File: src/chm_pkg.sv
// Shared types and constants for the chained hash map core.
package chm_pkg;

  localparam int KEY_W       = 64;
  localparam int SIZE_W      = 32;
  localparam int REC_W       = SIZE_W + 2;
  localparam int BC_W        = 9;
  localparam logic [BC_W-1:0] BC_RESET = 9'd256;

  // Bucket hash: bits of the key consumed per cycle by the remainder unit.
  localparam int HASH_STEP_BITS = 4;
  localparam int HASH_CYCLES    = KEY_W / HASH_STEP_BITS;
  localparam int HASH_CNT_W     = $clog2(HASH_CYCLES);

  typedef enum logic [1:0] {
    CMD_SET   = 2'd0,
    CMD_GET   = 2'd1,
    CMD_ERASE = 2'd2,
    CMD_NOP   = 2'd3
  } cmd_e;

  typedef enum logic [1:0] {
    ST_OK   = 2'd0,
    ST_MISS = 2'd1,
    ST_FULL = 2'd2
  } status_e;

  typedef struct packed {
    cmd_e              cmd;
    logic [KEY_W-1:0]  key;
    logic [SIZE_W-1:0] in_size;
    logic              in_marked;
    logic              in_scan;
  } in_item_t;

  typedef struct packed {
    status_e           status;
    logic [SIZE_W-1:0] out_size;
    logic              out_marked;
    logic              out_scan;
  } out_item_t;

  // Controller -> datapath commands.
  typedef struct packed {
    logic    load_in;
    logic    hash_step;
    logic    head_rd;
    logic    head_load;
    logic    node_rd;
    logic    node_adv;
    logic    rec_wr;
    logic    alloc_rd;
    logic    alloc_free;
    logic    alloc_fresh;
    logic    node_init_wr;
    logic    link_append;
    logic    erase_unlink;
    logic    erase_free;
    logic    clear_step;
    logic    res_load;
    logic    res_hit;
    status_e res_status;
  } ctrl_cmd_t;

  // Datapath -> controller status.
  typedef struct packed {
    cmd_e cmd;
    logic hash_last;
    logic cur_nil;
    logic key_match;
    logic free_avail;
    logic fresh_avail;
    logic clear_last;
    logic out_free;
  } dp_stat_t;

endpackage

File: src/chm_ctrl.sv
// Controller state machine for the chained hash map core.
module chm_ctrl import chm_pkg::*; (
  input  logic      clk,
  input  logic      rst_n,
  input  logic      in_valid,
  output logic      in_ready,
  input  dp_stat_t  stat,
  output ctrl_cmd_t cmd
);

  typedef enum logic [12:0] {
    S_CLEAR      = 13'b0000000000001,
    S_IDLE       = 13'b0000000000010,
    S_HASH       = 13'b0000000000100,
    S_HEAD_RD    = 13'b0000000001000,
    S_HEAD_WT    = 13'b0000000010000,
    S_NODE_RD    = 13'b0000000100000,
    S_NODE_CMP   = 13'b0000001000000,
    S_ALLOC_RD   = 13'b0000010000000,
    S_ALLOC_WT   = 13'b0000100000000,
    S_NODE_WR    = 13'b0001000000000,
    S_LINK_WR    = 13'b0010000000000,
    S_ERASE_FREE = 13'b0100000000000,
    S_RESP       = 13'b1000000000000
  } state_t;

  state_t  state_r, state_nxt;
  status_e status_r, status_nxt;
  logic    hit_r, hit_nxt;

  assign in_ready = (state_r == S_IDLE);

  always_comb begin
    state_nxt  = state_r;
    status_nxt = status_r;
    hit_nxt    = hit_r;
    cmd        = '0;
    cmd.res_status = status_r;
    cmd.res_hit    = hit_r;
    unique case (state_r)
      S_CLEAR: begin
        cmd.clear_step = 1'b1;
        if (stat.clear_last) state_nxt = S_IDLE;
      end
      S_IDLE: begin
        if (in_valid) begin
          cmd.load_in = 1'b1;
          status_nxt  = ST_OK;
          hit_nxt     = 1'b0;
          state_nxt   = S_HASH;
        end
      end
      S_HASH: begin
        if (stat.cmd == CMD_NOP) begin
          state_nxt = S_RESP;
        end else begin
          cmd.hash_step = 1'b1;
          if (stat.hash_last) state_nxt = S_HEAD_RD;
        end
      end
      S_HEAD_RD: begin
        cmd.head_rd = 1'b1;
        state_nxt   = S_HEAD_WT;
      end
      S_HEAD_WT: begin
        cmd.head_load = 1'b1;
        state_nxt     = S_NODE_RD;
      end
      S_NODE_RD: begin
        if (!stat.cur_nil) begin
          cmd.node_rd = 1'b1;
          state_nxt   = S_NODE_CMP;
        end else if (stat.cmd != CMD_SET) begin
          status_nxt = ST_MISS;
          state_nxt  = S_RESP;
        end else if (stat.free_avail) begin
          state_nxt = S_ALLOC_RD;
        end else if (stat.fresh_avail) begin
          cmd.alloc_fresh = 1'b1;
          state_nxt       = S_NODE_WR;
        end else begin
          status_nxt = ST_FULL;
          state_nxt  = S_RESP;
        end
      end
      S_NODE_CMP: begin
        if (!stat.key_match) begin
          cmd.node_adv = 1'b1;
          state_nxt    = S_NODE_RD;
        end else if (stat.cmd == CMD_SET) begin
          cmd.rec_wr = 1'b1;
          state_nxt  = S_RESP;
        end else if (stat.cmd == CMD_GET) begin
          hit_nxt   = 1'b1;
          state_nxt = S_RESP;
        end else begin
          cmd.erase_unlink = 1'b1;
          state_nxt        = S_ERASE_FREE;
        end
      end
      S_ALLOC_RD: begin
        cmd.alloc_rd = 1'b1;
        state_nxt    = S_ALLOC_WT;
      end
      S_ALLOC_WT: begin
        cmd.alloc_free = 1'b1;
        state_nxt      = S_NODE_WR;
      end
      S_NODE_WR: begin
        cmd.node_init_wr = 1'b1;
        state_nxt        = S_LINK_WR;
      end
      S_LINK_WR: begin
        cmd.link_append = 1'b1;
        state_nxt       = S_RESP;
      end
      S_ERASE_FREE: begin
        cmd.erase_free = 1'b1;
        state_nxt      = S_RESP;
      end
      S_RESP: begin
        if (stat.out_free) begin
          cmd.res_load = 1'b1;
          state_nxt    = S_IDLE;
        end
      end
      default: state_nxt = S_CLEAR;
    endcase
  end

  always_ff @(posedge clk) begin
    if (!rst_n) begin
      state_r  <= S_CLEAR;
      status_r <= ST_OK;
      hit_r    <= 1'b0;
    end else begin
      state_r  <= state_nxt;
      status_r <= status_nxt;
      hit_r    <= hit_nxt;
    end
  end

endmodule

File: config.mk
export PLATFORM = sky130hd
export DESIGN_NAME = chm_ctrl
export DESIGN_NICKNAME = d
export VERILOG_FILES = /design/src/chm_pkg.sv /design/src/chm_ctrl.sv
export SDC_FILE = /design/constraint.sdc
export NUM_CORES = 1
export LEC_CHECK = 0
export CAP_MARGIN = 15
export CORE_MARGIN = 1.5
export CORE_UTILIZATION = 25
export CTS_CLUSTER_DIAMETER = 50
export DETAILED_ROUTE_END_ITERATION = 6
export DONT_BUFFER_PORTS = 1
export SYNTH_ARGS = -nofsm -noshare
export SYNTH_HDL_FRONTEND = slang
export SYNTH_SLANG_ARGS = --single-unit
File: constraint.sdc
create_clock -name clk -period 5.1 [get_ports clk]
set_input_delay 0.51 -clock clk [delete_from_list [all_inputs] [get_ports clk]]
set_output_delay 0.51 -clock clk [all_outputs]
set_load 0.05 [all_outputs]
Word-level counts from Yosys, hierarchy flattened
Index checks and enable logic that the tools add are counted.
W data, S select, Z words.
{"block": "word_totals", "register_bits": 16, "word_cells": 89}
{"block": "op_classes", "n_eq_ne": 25, "muxes": 53, "n_reduce_logical": 8}
{"cell": "$mux W13", "count": 12}
{"cell": "$pmux W13 S12", "count": 1}
{"cell": "$mux W1", "count": 32}
{"cell": "$ne A2 B2 Y1 const B", "count": 7}
{"cell": "$eq A13 B1 Y1 const B", "count": 1}
{"cell": "$eq A13 B10 Y1 const B", "count": 1}
{"cell": "$eq A13 B11 Y1 const B", "count": 1}
{"cell": "$eq A13 B12 Y1 const B", "count": 1}
{"cell": "$eq A13 B13 Y1 const B", "count": 1}
{"cell": "$eq A13 B2 Y1 const B", "count": 1}
{"cell": "$eq A13 B3 Y1 const B", "count": 1}
{"cell": "$eq A13 B4 Y1 const B", "count": 1}
{"cell": "$eq A13 B5 Y1 const B", "count": 1}
{"cell": "$eq A13 B6 Y1 const B", "count": 1}
{"cell": "$eq A13 B7 Y1 const B", "count": 1}
{"cell": "$eq A13 B8 Y1 const B", "count": 1}
{"cell": "$eq A13 B9 Y1 const B", "count": 1}
{"cell": "$mux W2", "count": 6}
{"cell": "$reduce_and A5 Y1", "count": 2}
{"cell": "$ne A3 B3 Y1 const B", "count": 3}
{"cell": "$reduce_bool A2 Y1", "count": 3}
{"cell": "$pmux W2 S2", "count": 1}
{"cell": "$reduce_and A4 Y1", "count": 1}
{"cell": "$eq A2 B1 Y1 const B", "count": 1}
{"cell": "other kinds (4)", "count": 4}

Logic depth before layout (Yosys ltp)
Gate-level depths: netlist of run 1.
{"block": "logic_depth", "ltp_word": 5, "depth_mapped": 10}

Worst setup path after synthesis of run 1
OpenSTA, ideal clock, no wires.
{"block": "synth_timing", "path_kind": "flip-flop to output port", "from": "register state_r[5]", "to": "output cmd[10] in the netlist's numbering", "arrival_time_ns": 2.951, "required_ns": 4.590, "setup_slack_ns": 1.639, "stages_incl_launch_ff": 6, "cell_sequence": "dfxtp_1 > clkbuf_1 > or4_1 > or2_1 > or4_1 > nor3b_1"}
{"element": "start, declared", "line_no": "chm_ctrl.sv:27", "source": "state_t state_r, state_nxt;"}
{"element": "start signal, assigned", "line_no": "chm_ctrl.sv:137", "source": "state_r <= state_nxt;"}
{"element": "end, declared", "line_no": "chm_ctrl.sv:8", "source": "output ctrl_cmd_t cmd"}

==> results of run 1 <==
## cell usage after synthesis, types with 2 or more instances
cell	count
nor3_1	7
nand3_1	2
nor4_1	10
and4b_1	2
nor3b_1	5
and2_1	4
xnor2_1	2
xor2_1	3
or2_2	2
inv_1	6
nor4b_1	2
a21oi_1	8
buf_2	2
or2_0	2
buf_4	2
clkbuf_1	8
and3_1	3
nor2_1	10
nand2_1	12
or3b_2	3
dfxtp_1	16
o21ai_0	11
o31a_1	2
or4_1	6
## worst max-delay path, cell delays in order (launching register included)
cell and delay [ns]:
dfxtp_1 0.39, or4_1 0.67, or2_4 0.31, or3_2 0.52, inv_1 0.38, nand2_1 0.20, inv_1 0.38
## layout make-up
type | instances | area (µm²) | share of cell area [%]
inverter | 6 | 22.52 | 1.850
tap | 52 | 65.06 | 5.344
multi-input combinational | 113 | 739.5 | 60.74
clock buffer | 4 | 55.05 | 4.522
sequential | 16 | 320.3 | 26.31
timing repair buffer | 2 | 15.01 | 1.233
## state kept, by name, summed over array words and instances (netlist names)
register / count
status_r: 2
hit_r: 1
state_r: 13
## cells in the final DEF, fill, tap and decap left out, types with 2 or more instances in the layout
cell type	synthesis	layout
inv_1	6	6
nor4_1	10	8
nor3_1	7	6
a21oi_1	8	8
nor2_1	10	10
or3b_2	3	3
and3_1	3	3
clkbuf_8	0	4
o31a_1	2	2
xnor2_1	2	2
or2_0	2	2
nor4_2	0	2
xor2_1	3	3
or4_1	6	6
or2_2	2	2
nor4b_1	2	2
dfxtp_1	16	16
o21ai_0	11	11
and4b_1	2	2
buf_4	2	2
nor3b_2	0	4
nand2_1	12	12
and2_1	4	4
nand3_1	2	2
## cell families (layout without fill, tap and decap cells)
logic type      Yosys count  in the layout  synth area share (%)
mux                       1              1                0.9009
compound gates           27             27                 14.64
xor+xnor                  5              5                 3.942
flops                    16             16                 28.83
buf+inv                  19             12                 7.995
simple gates             80             80                 43.70
## per-layer routing
layer,vias up,GRT usage (%)
met2,37,17.41
met3,6,4.942
met5,-,0
met1,479,16.21
met4,0,3.846
li1,522,-
## through the flow
stage	power [mW]	std cells	cell area, µm²	hold WS (ns)	setup slack, ns
finish	0.3912	193	1217	0.3208	1.486
global route	0.4146	193	1217	0.3118	1.387
CTS	0.3931	193	1217	0.3167	1.495
detailed placement	0.2774	189	1162	0.5887	1.776
global placement	0.2805	189	1162	0.5882	1.856
floorplan	0.2584	148	1111	0.4452	1.639
## worst paths after layout
check	cells past startpoint	end	slack, ns
max reg2reg	8	hit_r$_SDFFE_PN0P_	1.94
min reg2reg	1	state_r[8]$_SDFFE_PN0P_	0.65
max	6	cmd[18]	1.49
min	1	state_r[7]$_SDFFE_PN0P_	0.32
## where the power goes
group | switching (mW) | internal (mW) | total [mW] | leakage, nW
Sequential | 0.0210 | 0.133 | 0.154 | 0.129
Clock | 0.0462 | 0.0686 | 0.115 | 0.0288
Combinational | 0.0799 | 0.0430 | 0.123 | 0.286
Total | 0.147 | 0.244 | 0.391 | 0.444
==> tab_implementation.tex, run 1 <==
\begin{tabular}{lr}
\hline
Metric & Value \\
\hline
\multicolumn{2}{l}{\textbf{Synth}} \\
\quad Most used flip-flop cell after synthesis & dfxtp\_1 \\
\quad Library cell with the largest summed area after synthesis & dfxtp\_1 \\
\quad Post-synthesis sequential element count & 16 \\
\quad Proportion of register bits with asynchronous set or reset after synthesis & 0\% \\
\quad Part of the Yosys area used for sequential elements & 28.83\% \\
\quad Gate Count Post-Synth & 148 \\
\quad Nets in the synthesized netlist & 160 \\
\quad Synthesized area per cell & 7.507 µm² \\
\quad Leading post-synthesis cells by cell area & dfxtp\_1, nor4\_1, o21ai\_0 \\
\quad Portion of synthesized cell area occupied by the leading cell type & 28.83\% \\
\quad Count of flip-flops with a built-in enable after synthesis & 0 \\
\quad Cell variety after synth & 42 \\
\quad Warning count from the yosys run & 0 \\
\quad Mapped cell area & 1111 µm² \\
\multicolumn{2}{l}{\textbf{Timing}} \\
\quad Max-slew headroom & 37.40\% \\
\quad Final min period & 3.614 ns \\
\quad Count of pins over their slew limit & 0 \\
\quad Hold Fails Final Rpt & 0 \\
\quad Peak Freq & 0.2767 GHz \\
\quad RSZ-0062 raised after global routing & no \\
\quad Final number of setup-violating endpoints & 0 \\
\quad Ratio of final minimum period to clock period & 70.85\% \\
\quad Transition time at the pin with the least slew margin & 0.9356 ns \\
\quad Final setup skew & 0.005522 ns \\
\quad Setup TNS & 0 ns \\
\multicolumn{2}{l}{\textbf{Global routing}} \\
\quad Initial antenna violation count & 0 \\
\quad Number of global-route vias before repair & 986 \\
\quad Global-route wire length before repair & 4.733 mm \\
\quad Largest net degree at the start of global routing & 15 \\
\quad Total GRT Usage & 12.01\% \\
\quad Congestion Overflow GR & 0 \\
\multicolumn{2}{l}{\textbf{Clocking}} \\
\quad Clock buffers created by TritonCTS & 3 \\
\quad Number of buffers added to fix hold violations after cts & 0 \\
\quad Clock root buffer master & clkbuf\_8 \\
\quad CTS clk-pin slew, worst paths & 0.07 ns \\
\quad TritonCTS clock tree & yes \\
\quad Number of cells upsized or downsized after cts & 0 \\
\quad Deepest level of the CTS H-tree & 1 \\
\quad TritonCTS sink count & 16 \\
\quad CTS Buffer Depth & 2 \\
\quad Buffers inserted during post-CTS setup optimization & 0 \\
\quad Clk\_lat worst skew & 0.25 ns \\
\multicolumn{2}{l}{\textbf{Pwr}} \\
\quad Ratio of total power to cell area & 321.4 nW/µm² \\
\quad Leak Pwr & 0.4440 nW \\
\quad Worst IR Drop VDD & 0.1938 mV \\
\multicolumn{2}{l}{\textbf{Routing}} \\
\quad Total Routed Length & 2.878 mm \\
\quad Wire length on met2 & 1.239 mm \\
\quad Count of vias placed by the detailed router & 1044 \\
\quad Routed length per instance & 14.91 µm \\
\quad WL met1 & 1.352 mm \\
\quad Routed length on met3 & 247 µm \\
\quad Routed vias/inst & 5.409 \\
\quad DRC marker count from the first detailed-route iteration & 65 \\
\quad Router iterations before antenna repair & 4 \\
\quad Top layer reached by signal wires & met4 \\
\quad Post-route DRC violation count & 0 \\
\quad Number of nets with antenna violations after detailed routing & 0 \\
\multicolumn{2}{l}{\textbf{Run}} \\
\quad Max-capacitance violation count & 0 \\
\multicolumn{2}{l}{\textbf{Floorplanning}} \\
\quad Top-level I/O count & 32 \\
\quad Die height & 69.67 µm \\
\quad Initial core utilization & 25.69\% \\
\quad Area of the die & 4853 µm² \\
\quad Number of rows created at floorplan & 24 \\
\quad Die W & 69.67 µm \\
\quad Core outline area & 4324 µm² \\
\multicolumn{2}{l}{\textbf{Critical path}} \\
\quad Worst setup EP type & primary output \\
\quad Crit Path Class & reg -> out \\
\quad Kind of start point of the critical path & flop \\
\quad Worst-path maximum fanout & 8 \\
\quad Launching point of the worst reg2reg path & state\_r[9]\$\_SDFFE\_PN0P\_ \\
\quad Beginning of the critical path & state\_r[9]\$\_SDFFE\_PN0P\_ \\
\quad Required time reported for the critical path endpoint & 4.59 ns \\
\quad Critical path arrival & 3.10 ns \\
\multicolumn{2}{l}{\textbf{Min path}} \\
\quad Min-delay worst type & in -> reg \\
\quad Worst min-delay path startpoint & stat[7] \\
\multicolumn{2}{l}{\textbf{Placement}} \\
\quad Final HPWL DP & 2.141 mm \\
\quad Placer's final routability congestion estimate & 0.7964 \\
\quad Number of port buffers & 0 \\
\multicolumn{2}{l}{\textbf{Cells and area}} \\
\quad Area Growth Syn to Fin & 9.572\% \\
\quad Final core utilization & 28.15\% \\
\quad Antenna diodes & 0 \\
\quad Share of final-layout standard cells stronger than drive strength 1 & 16.31\% \\
\quad Number of nets in the finished design & 154 \\
\quad Number of fillers in the final layout & 509 \\
\multicolumn{2}{l}{\textbf{Run status}} \\
\quad Status & finished clean \\
\hline
\end{tabular}
(Power assumes the default switching activity.)
==> inputs of run 2 (changes only) <==
==> constraint.sdc (replaced) <==
create_clock -name clk -period 2.9 [get_ports clk]
set_input_delay 0.29 -clock clk [delete_from_list [all_inputs] [get_ports clk]]
set_output_delay 0.29 -clock clk [all_outputs]
set_load 0.05 [all_outputs]
==> tab_implementation.tex, run 2 (same netlist as run 1, synthesis figures left out) <==
\begin{tabular}{lr}
\hline
Metric & Value \\
\hline
\multicolumn{2}{l}{\textbf{Run status}} \\
\quad Status & finished clean \\
\multicolumn{2}{l}{\textbf{Pwr}} \\
\quad Switching pwr & 276.1 µW \\
\quad Int Pwr & 464.2 µW \\
\quad Leak Pwr & 0.5443 nW \\
\quad Clock network fraction of total power & 28.1\% \\
\quad Power share of the combinational group & 39.1\% \\
\quad Switching fraction of total power & 37.30\% \\
\quad Sequential group share of total power & 32.7\% \\
\quad Ratio of total power to cell area & 537.9 nW/µm² \\
\quad Worst IR Drop VDD & 0.4356 mV \\
\multicolumn{2}{l}{\textbf{Timing}} \\
\quad Hold Slack & 0.09559 ns \\
\quad Peak Freq & 0.3512 GHz \\
\quad Ratio of final minimum period to clock period & 98.18\% \\
\quad Count of pins over their slew limit & 0 \\
\quad Final min period & 2.847 ns \\
\quad RSZ-0062 raised after global routing & no \\
\quad Final number of setup-violating endpoints & 0 \\
\quad Transition time at the pin with the least slew margin & 0.5824 ns \\
\quad Max-slew headroom & 61.17\% \\
\quad Final setup skew & 0.002114 ns \\
\quad Hold Fails Final Rpt & 0 \\
\multicolumn{2}{l}{\textbf{Run}} \\
\quad Max-capacitance violation count & 0 \\
\multicolumn{2}{l}{\textbf{Cells and area}} \\
\quad Most frequent cells in the layout & buf\_4, dfxtp\_1, nand2\_1, o21ai\_0, nor2\_1 \\
\quad Share of final-layout standard cells stronger than drive strength 1 & 27.67\% \\
\quad Largest register FFs & 13 \\
\quad Antenna diodes & 0 \\
\quad Area Growth Syn to Fin & 23.87\% \\
\quad Number of nets in the finished design & 172 \\
\quad Number of fillers in the final layout & 474 \\
\quad Most common cell after layout, fill and taps aside & buf\_4 \\
\quad Area of the multi-input gates & 750.7 µm² \\
\quad Top flop regs & state\_r (13), status\_r (2), hit\_r (1) \\
\quad Register containing the most flip-flops in the final layout & state\_r \\
\quad Sequential standard cell area & 320.3 µm² \\
\quad Post-route design area & 1376 µm² \\
\multicolumn{2}{l}{\textbf{Clocking}} \\
\quad Deepest level of the CTS H-tree & 1 \\
\quad Clock buffers created by TritonCTS & 3 \\
\quad Buffers inserted during post-CTS setup optimization & 0 \\
\quad TritonCTS sink count & 16 \\
\quad CTS clk-pin slew, worst paths & 0.07 ns \\
\quad Clock root buffer master & clkbuf\_8 \\
\quad Clk\_lat worst skew & 0.26 ns \\
\quad CTS Buffer Depth & 2 \\
\quad TritonCTS clock tree & yes \\
\multicolumn{2}{l}{\textbf{Placement}} \\
\quad Placer's final routability congestion estimate & 0.7948 \\
\quad Standard cell area after detailed placement & 1310 µm² \\
\quad Number of port buffers & 0 \\
\quad Final HPWL DP & 2.290 mm \\
\multicolumn{2}{l}{\textbf{Routing}} \\
\quad DRC marker count from the first detailed-route iteration & 68 \\
\quad Total Routed Length & 3.083 mm \\
\quad Count of vias placed by the detailed router & 1107 \\
\quad Post-route DRC violation count & 0 \\
\quad Routed length per instance & 14.61 µm \\
\quad Number of nets with antenna violations after detailed routing & 0 \\
\quad Routed vias/inst & 5.246 \\
\quad Router iterations before antenna repair & 4 \\
\multicolumn{2}{l}{\textbf{Global routing}} \\
\quad M1 GR Usage & 18.18\% \\
\quad Busiest metal layer after global routing & met2 \\
\quad Initial antenna violation count & 0 \\
\quad Met3 GRT Util & 4.360\% \\
\quad Number of global-route vias before repair & 1024 \\
\quad Total GRT Usage & 13.20\% \\
\quad Global-route wire length before repair & 5.099 mm \\
\quad Largest net degree at the start of global routing & 15 \\
\quad Routing usage on met2 & 18.70\% \\
\quad Congestion Overflow GR & 0 \\
\multicolumn{2}{l}{\textbf{Critical path}} \\
\quad Required time reported for the critical path endpoint & 2.61 ns \\
\quad Delay of the slowest cell on the worst path & 0.59 ns \\
\quad Critical path arrival & 2.56 ns \\
\quad Worst setup EP type & primary output \\
\quad Kind of start point of the critical path & flop \\
\quad Crit Path Class & reg -> out \\
\quad Worst-path maximum fanout & 8 \\
\quad Crit-path cells & or4\_1 -> or2\_4 -> or4\_4 -> and4bb\_4 \\
\quad Master of the slowest instance on the critical path & or4\_1 \\
\multicolumn{2}{l}{\textbf{Floorplanning}} \\
\quad Area of the die & 4853 µm² \\
\quad Number of rows created at floorplan & 24 \\
\quad Core outline area & 4324 µm² \\
\quad Initial core utilization & 25.69\% \\
\quad Die height & 69.67 µm \\
\quad Die W & 69.67 µm \\
\quad Top-level I/O count & 32 \\
\multicolumn{2}{l}{\textbf{Min path}} \\
\quad Min-delay worst type & in -> reg \\
\hline
\end{tabular}
==> run 2: power by group through the flow <==
| stage | sequential (mW) | combinational, mW | clock [mW] |
|---|---|---|---|
| 5_1_grt | 0.245 | 0.315 | 0.221 |
| 2_1_floorplan | 0.244 | 0.215 | 0 |
| 6_report | 0.242 | 0.290 | 0.208 |
| 3_5_place_dp | 0.246 | 0.283 | 0 |
| 4_1_cts | 0.241 | 0.283 | 0.212 |
| 3_3_place_gp | 0.246 | 0.281 | 0 |
==> run 2: stage by stage <==
stage | setup WS (ns) | std cells | util [%] | total power [mW] | TNS (ns)
3_3_place_gp | 0.2679 | 207 | 30.30 | 0.5266 | 0
5_1_grt | 0.006607 | 211 | 31.83 | 0.7806 | 0
4_1_cts | 0.001453 | 211 | 31.66 | 0.7366 | 0
3_5_place_dp | 0.2408 | 207 | 30.30 | 0.5288 | 0
2_1_floorplan | -0.3594 | 148 | - | 0.4584 | -1.394
6_report | 0.05266 | 211 | 31.83 | 0.7403 | 0
==> run 2: layer usage <==
| metal | vias to the layer above | part of all wire (%) |
|---|---|---|
| li1 | 554 | - |
| met1 | 518 | 47 |
| met2 | 29 | 45 |
| met3 | 6 | 5.5 |
| met4 | 0 | 2.2 |
| met5 | - | 0 |
==> run 2: layout make-up <==
| type | instances | area share [%] |
|---|---|---|
| Multi-Input combinational cell | 113 | 54.55 |
| Inverter | 6 | 1.636 |
| Timing Repair Buffer | 20 | 11.82 |
| Tap cell | 52 | 4.727 |
| Clock buffer | 4 | 4.000 |
| Sequential cell | 16 | 23.27 |
==> run 2: worst max-delay path, delay by kind of cell, from the launching register on <==
| kind | cells | cell delay [ns] |
|---|---|---|
| and+or+nand+nor | 4 | 1.93 |
| DFF | 1 | 0.37 |
==> run 2: path summary, 6_finish.rpt <==
check | startpoint | end | slack [ns] | cells past startpoint
worst max-delay path | state_r[8]$_SDFFE_PN0P_ | cmd[9] | 0.05 | 4
worst min-delay path | stat[8] | state_r[7]$_SDFFE_PN0P_ | 0.1 | 1
worst max register to register | state_r[8]$_SDFFE_PN0P_ | state_r[9]$_SDFFE_PN0P_ | 0.42 | 5
worst min register to register | state_r[5]$_SDFFE_PN0P_ | state_r[5]$_SDFFE_PN0P_ | 0.61 | 2
==> run 2: timing repair <==
action                     4_1_cts  5_1_grt
pin swaps                        0        1
gates resized for setup          1        3
cloned                           0        0
setup endpoints to repair        1        3
hold buffers                     0        0
==> inputs of run 3 (changes only) <==
--- a/config.mk
+++ b/config.mk
@@ -5,7 +5,9 @@
 export SDC_FILE = /design/constraint.sdc
 export NUM_CORES = 1
 export LEC_CHECK = 0
+export ABC_CLOCK_PERIOD_IN_PS = 2900
 export CAP_MARGIN = 15
+export CORE_ASPECT_RATIO = 0.75
 export CORE_MARGIN = 1.5
 export CORE_UTILIZATION = 25
 export CTS_CLUSTER_DIAMETER = 50
==> tab_implementation.tex, run 3 (same netlist as run 1, synthesis figures left out) <==
\begin{tabular}{lr}
\hline
Metric & Value \\
\hline
\multicolumn{2}{l}{\textbf{Timing}} \\
\quad Ratio of final minimum period to clock period & 96.80\% \\
\quad Count of pins over their slew limit & 0 \\
\quad Final number of setup-violating endpoints & 0 \\
\quad Final setup skew & 0.002675 ns \\
\quad Hold Fails Final Rpt & 0 \\
\quad Hold Slack & 0.1090 ns \\
\quad Max-slew headroom & 62.40\% \\
\quad Transition time at the pin with the least slew margin & 0.5639 ns \\
\quad Final min period & 2.807 ns \\
\quad Peak Freq & 0.3562 GHz \\
\multicolumn{2}{l}{\textbf{Clocking}} \\
\quad Number of buffers added to fix hold violations after cts & 0 \\
\quad Buffers inserted during post-CTS setup optimization & 0 \\
\quad Clock buffers created by TritonCTS & 3 \\
\quad TritonCTS clock tree & yes \\
\quad CTS clk-pin slew, worst paths & 0.07 ns \\
\quad Clk\_lat worst skew & 0.25 ns \\
\quad Clock root buffer master & clkbuf\_8 \\
\quad Deepest level of the CTS H-tree & 1 \\
\quad TritonCTS sink count & 16 \\
\quad CTS Buffer Depth & 2 \\
\multicolumn{2}{l}{\textbf{Routing}} \\
\quad Total Routed Length & 3.191 mm \\
\quad Number of nets with antenna violations after detailed routing & 0 \\
\quad Routed length per instance & 15.05 µm \\
\quad Router iterations before antenna repair & 4 \\
\quad Count of vias placed by the detailed router & 1118 \\
\quad Post-route DRC violation count & 0 \\
\quad Routed vias/inst & 5.274 \\
\quad DRC marker count from the first detailed-route iteration & 53 \\
\multicolumn{2}{l}{\textbf{Critical path}} \\
\quad Launching point of the worst reg2reg path & state\_r[8]\$\_SDFFE\_PN0P\_ \\
\quad Slack of the worst reg-to-reg path & 0.46 ns \\
\quad Crit Path Class & reg -> out \\
\quad Worst-path maximum fanout & 7 \\
\quad Kind of start point of the critical path & flop \\
\quad End of the worst register-to-register path & state\_r[9]\$\_SDFFE\_PN0P\_ \\
\quad Critical path arrival & 2.52 ns \\
\quad Depth of the worst register-to-register path & 5 \\
\quad Worst setup EP type & primary output \\
\quad Required time reported for the critical path endpoint & 2.61 ns \\
\multicolumn{2}{l}{\textbf{Cells and area}} \\
\quad Most frequent cells in the layout & buf\_4, dfxtp\_1, nand2\_1, o21ai\_0, nor2\_1 \\
\quad Final core utilization & 32.77\% \\
\quad Register containing the most flip-flops in the final layout & state\_r \\
\quad Largest register FFs & 13 \\
\quad Sequential standard cell area & 322.8 µm² \\
\quad Share of final-layout standard cells stronger than drive strength 1 & 28.03\% \\
\quad Top flop regs & state\_r (13), status\_r (2), hit\_r (1) \\
\quad Area Growth Syn to Fin & 22.52\% \\
\quad Number of fillers in the final layout & 469 \\
\quad Antenna diodes & 0 \\
\quad Area of the multi-input gates & 744.5 µm² \\
\quad Number of nets in the finished design & 170 \\
\quad Most common cell after layout, fill and taps aside & buf\_4 \\
\multicolumn{2}{l}{\textbf{Global routing}} \\
\quad Global-route wire length before repair & 4.981 mm \\
\quad Congestion Overflow GR & 0 \\
\quad Initial antenna violation count & 0 \\
\quad Largest net degree at the start of global routing & 15 \\
\quad Number of global-route vias before repair & 982 \\
\quad Total GRT Usage & 13.67\% \\
\multicolumn{2}{l}{\textbf{Floorplanning}} \\
\quad Die W & 79.98 µm \\
\quad Core outline area & 4154 µm² \\
\quad Initial core utilization & 26.75\% \\
\quad Top-level I/O count & 32 \\
\quad Area of the die & 4858 µm² \\
\quad Die height & 60.74 µm \\
\quad Number of rows created at floorplan & 20 \\
\multicolumn{2}{l}{\textbf{Min path}} \\
\quad Worst min-delay path startpoint & stat[8] \\
\quad Min-delay worst type & in -> reg \\
\quad Hold endpoint & state\_r[7]\$\_SDFFE\_PN0P\_ \\
\quad Number of cells on the worst hold path & 1 \\
\multicolumn{2}{l}{\textbf{Placement}} \\
\quad Placer's final routability congestion estimate & 0.8185 \\
\quad Number of port buffers & 0 \\
\quad Final HPWL DP & 2.407 mm \\
\multicolumn{2}{l}{\textbf{Pwr}} \\
\quad Ratio of total power to cell area & 526.7 nW/µm² \\
\quad Worst IR Drop VDD & 0.4345 mV \\
\quad Leak Pwr & 0.5340 nW \\
\multicolumn{2}{l}{\textbf{Run}} \\
\quad Max-capacitance violation count & 0 \\
\multicolumn{2}{l}{\textbf{Run status}} \\
\quad Status & finished clean \\
\hline
\end{tabular}
-- run 3: cell types whose count changed in the layout (fill, tap and decap cells not counted), moves of 2 or more --
cell and delta:
dfxtp_1 -2, buf_4 -2, and2_1 -2, dfxtp_2 +2
and2_2 +2
-- run 3: cell type report --
class	instances	share of cell area (%)
multi-input cells	113	54.69
flip-flops and latches	16	23.71
repair buffers	18	10.85
well taps	55	5.055
clock buffers	4	4.044
inverters	6	1.654
-- run 3: stage by stage --
stage	setup TNS [ns]	setup slack [ns]	total power, mW	area, µm²	instances
2_1_floorplan	-1.394	-0.3594	0.4584	1134	148
3_3_place_gp	0	0.2943	0.5173	1294	208
3_5_place_dp	0	0.2299	0.5162	1294	208
4_1_cts	0	0.008854	0.7181	1353	212
5_1_grt	-0.002032	-0.002032	0.7636	1361	212
6_report	0	0.09269	0.7169	1361	212
-- run 3: worst max-delay path by stage --
stage	endpoint	slack, ns	cells after the start	startpoint
2_1_floorplan	state_r[9]$_SDFFE_PN0P_	-0.36	6	state_r[5]$_SDFFE_PN0P_
3_3_place_gp	cmd[9]	0.29	4	state_r[8]$_SDFFE_PN0P_
3_5_place_dp	cmd[9]	0.23	4	state_r[8]$_SDFFE_PN0P_
4_1_cts	cmd[9]	0.009	4	state_r[8]$_SDFFE_PN0P_
5_1_grt	cmd[8]	-0.002	5	state_r[2]$_SDFFE_PN0P_
6_report	cmd[8]	0.09	5	state_r[2]$_SDFFE_PN0P_
-- run 3: per-layer routing --
| layer | wire length [µm] | share of wire, % | track usage [%] | vias to the layer above |
|---|---|---|---|---|
| li1 | - | - | - | 557 |
| met1 | 1519 | 48 | 19.89 | 510 |
| met3 | 323 | 10 | 5.564 | 4 |
| met4 | 12 | 0.38 | 2.217 | 0 |
| met5 | 0 | 0 | 0 | - |
| met2 | 1334 | 42 | 19.09 | 47 |
-- run 3: critical path, stage by stage, from the launching register on --
cell and delay (ns):
dfxtp_1 0.36, or4_1 0.70, or2_1 0.30, or4_1 0.46, nor3b_2 0.22, buf_4 0.22
-- run 3: report_power, final --
part	internal (mW)	total, mW	switching [mW]
logic	0.0991	0.273	0.174
registers	0.233	0.242	0.00849
clock network	0.121	0.202	0.0814
total	0.453	0.717	0.264
-- run 3: what timing repair did --
action,4_1_cts,5_1_grt
pin swaps,0,1
gates resized for setup,1,6
setup endpoints to repair,1,4
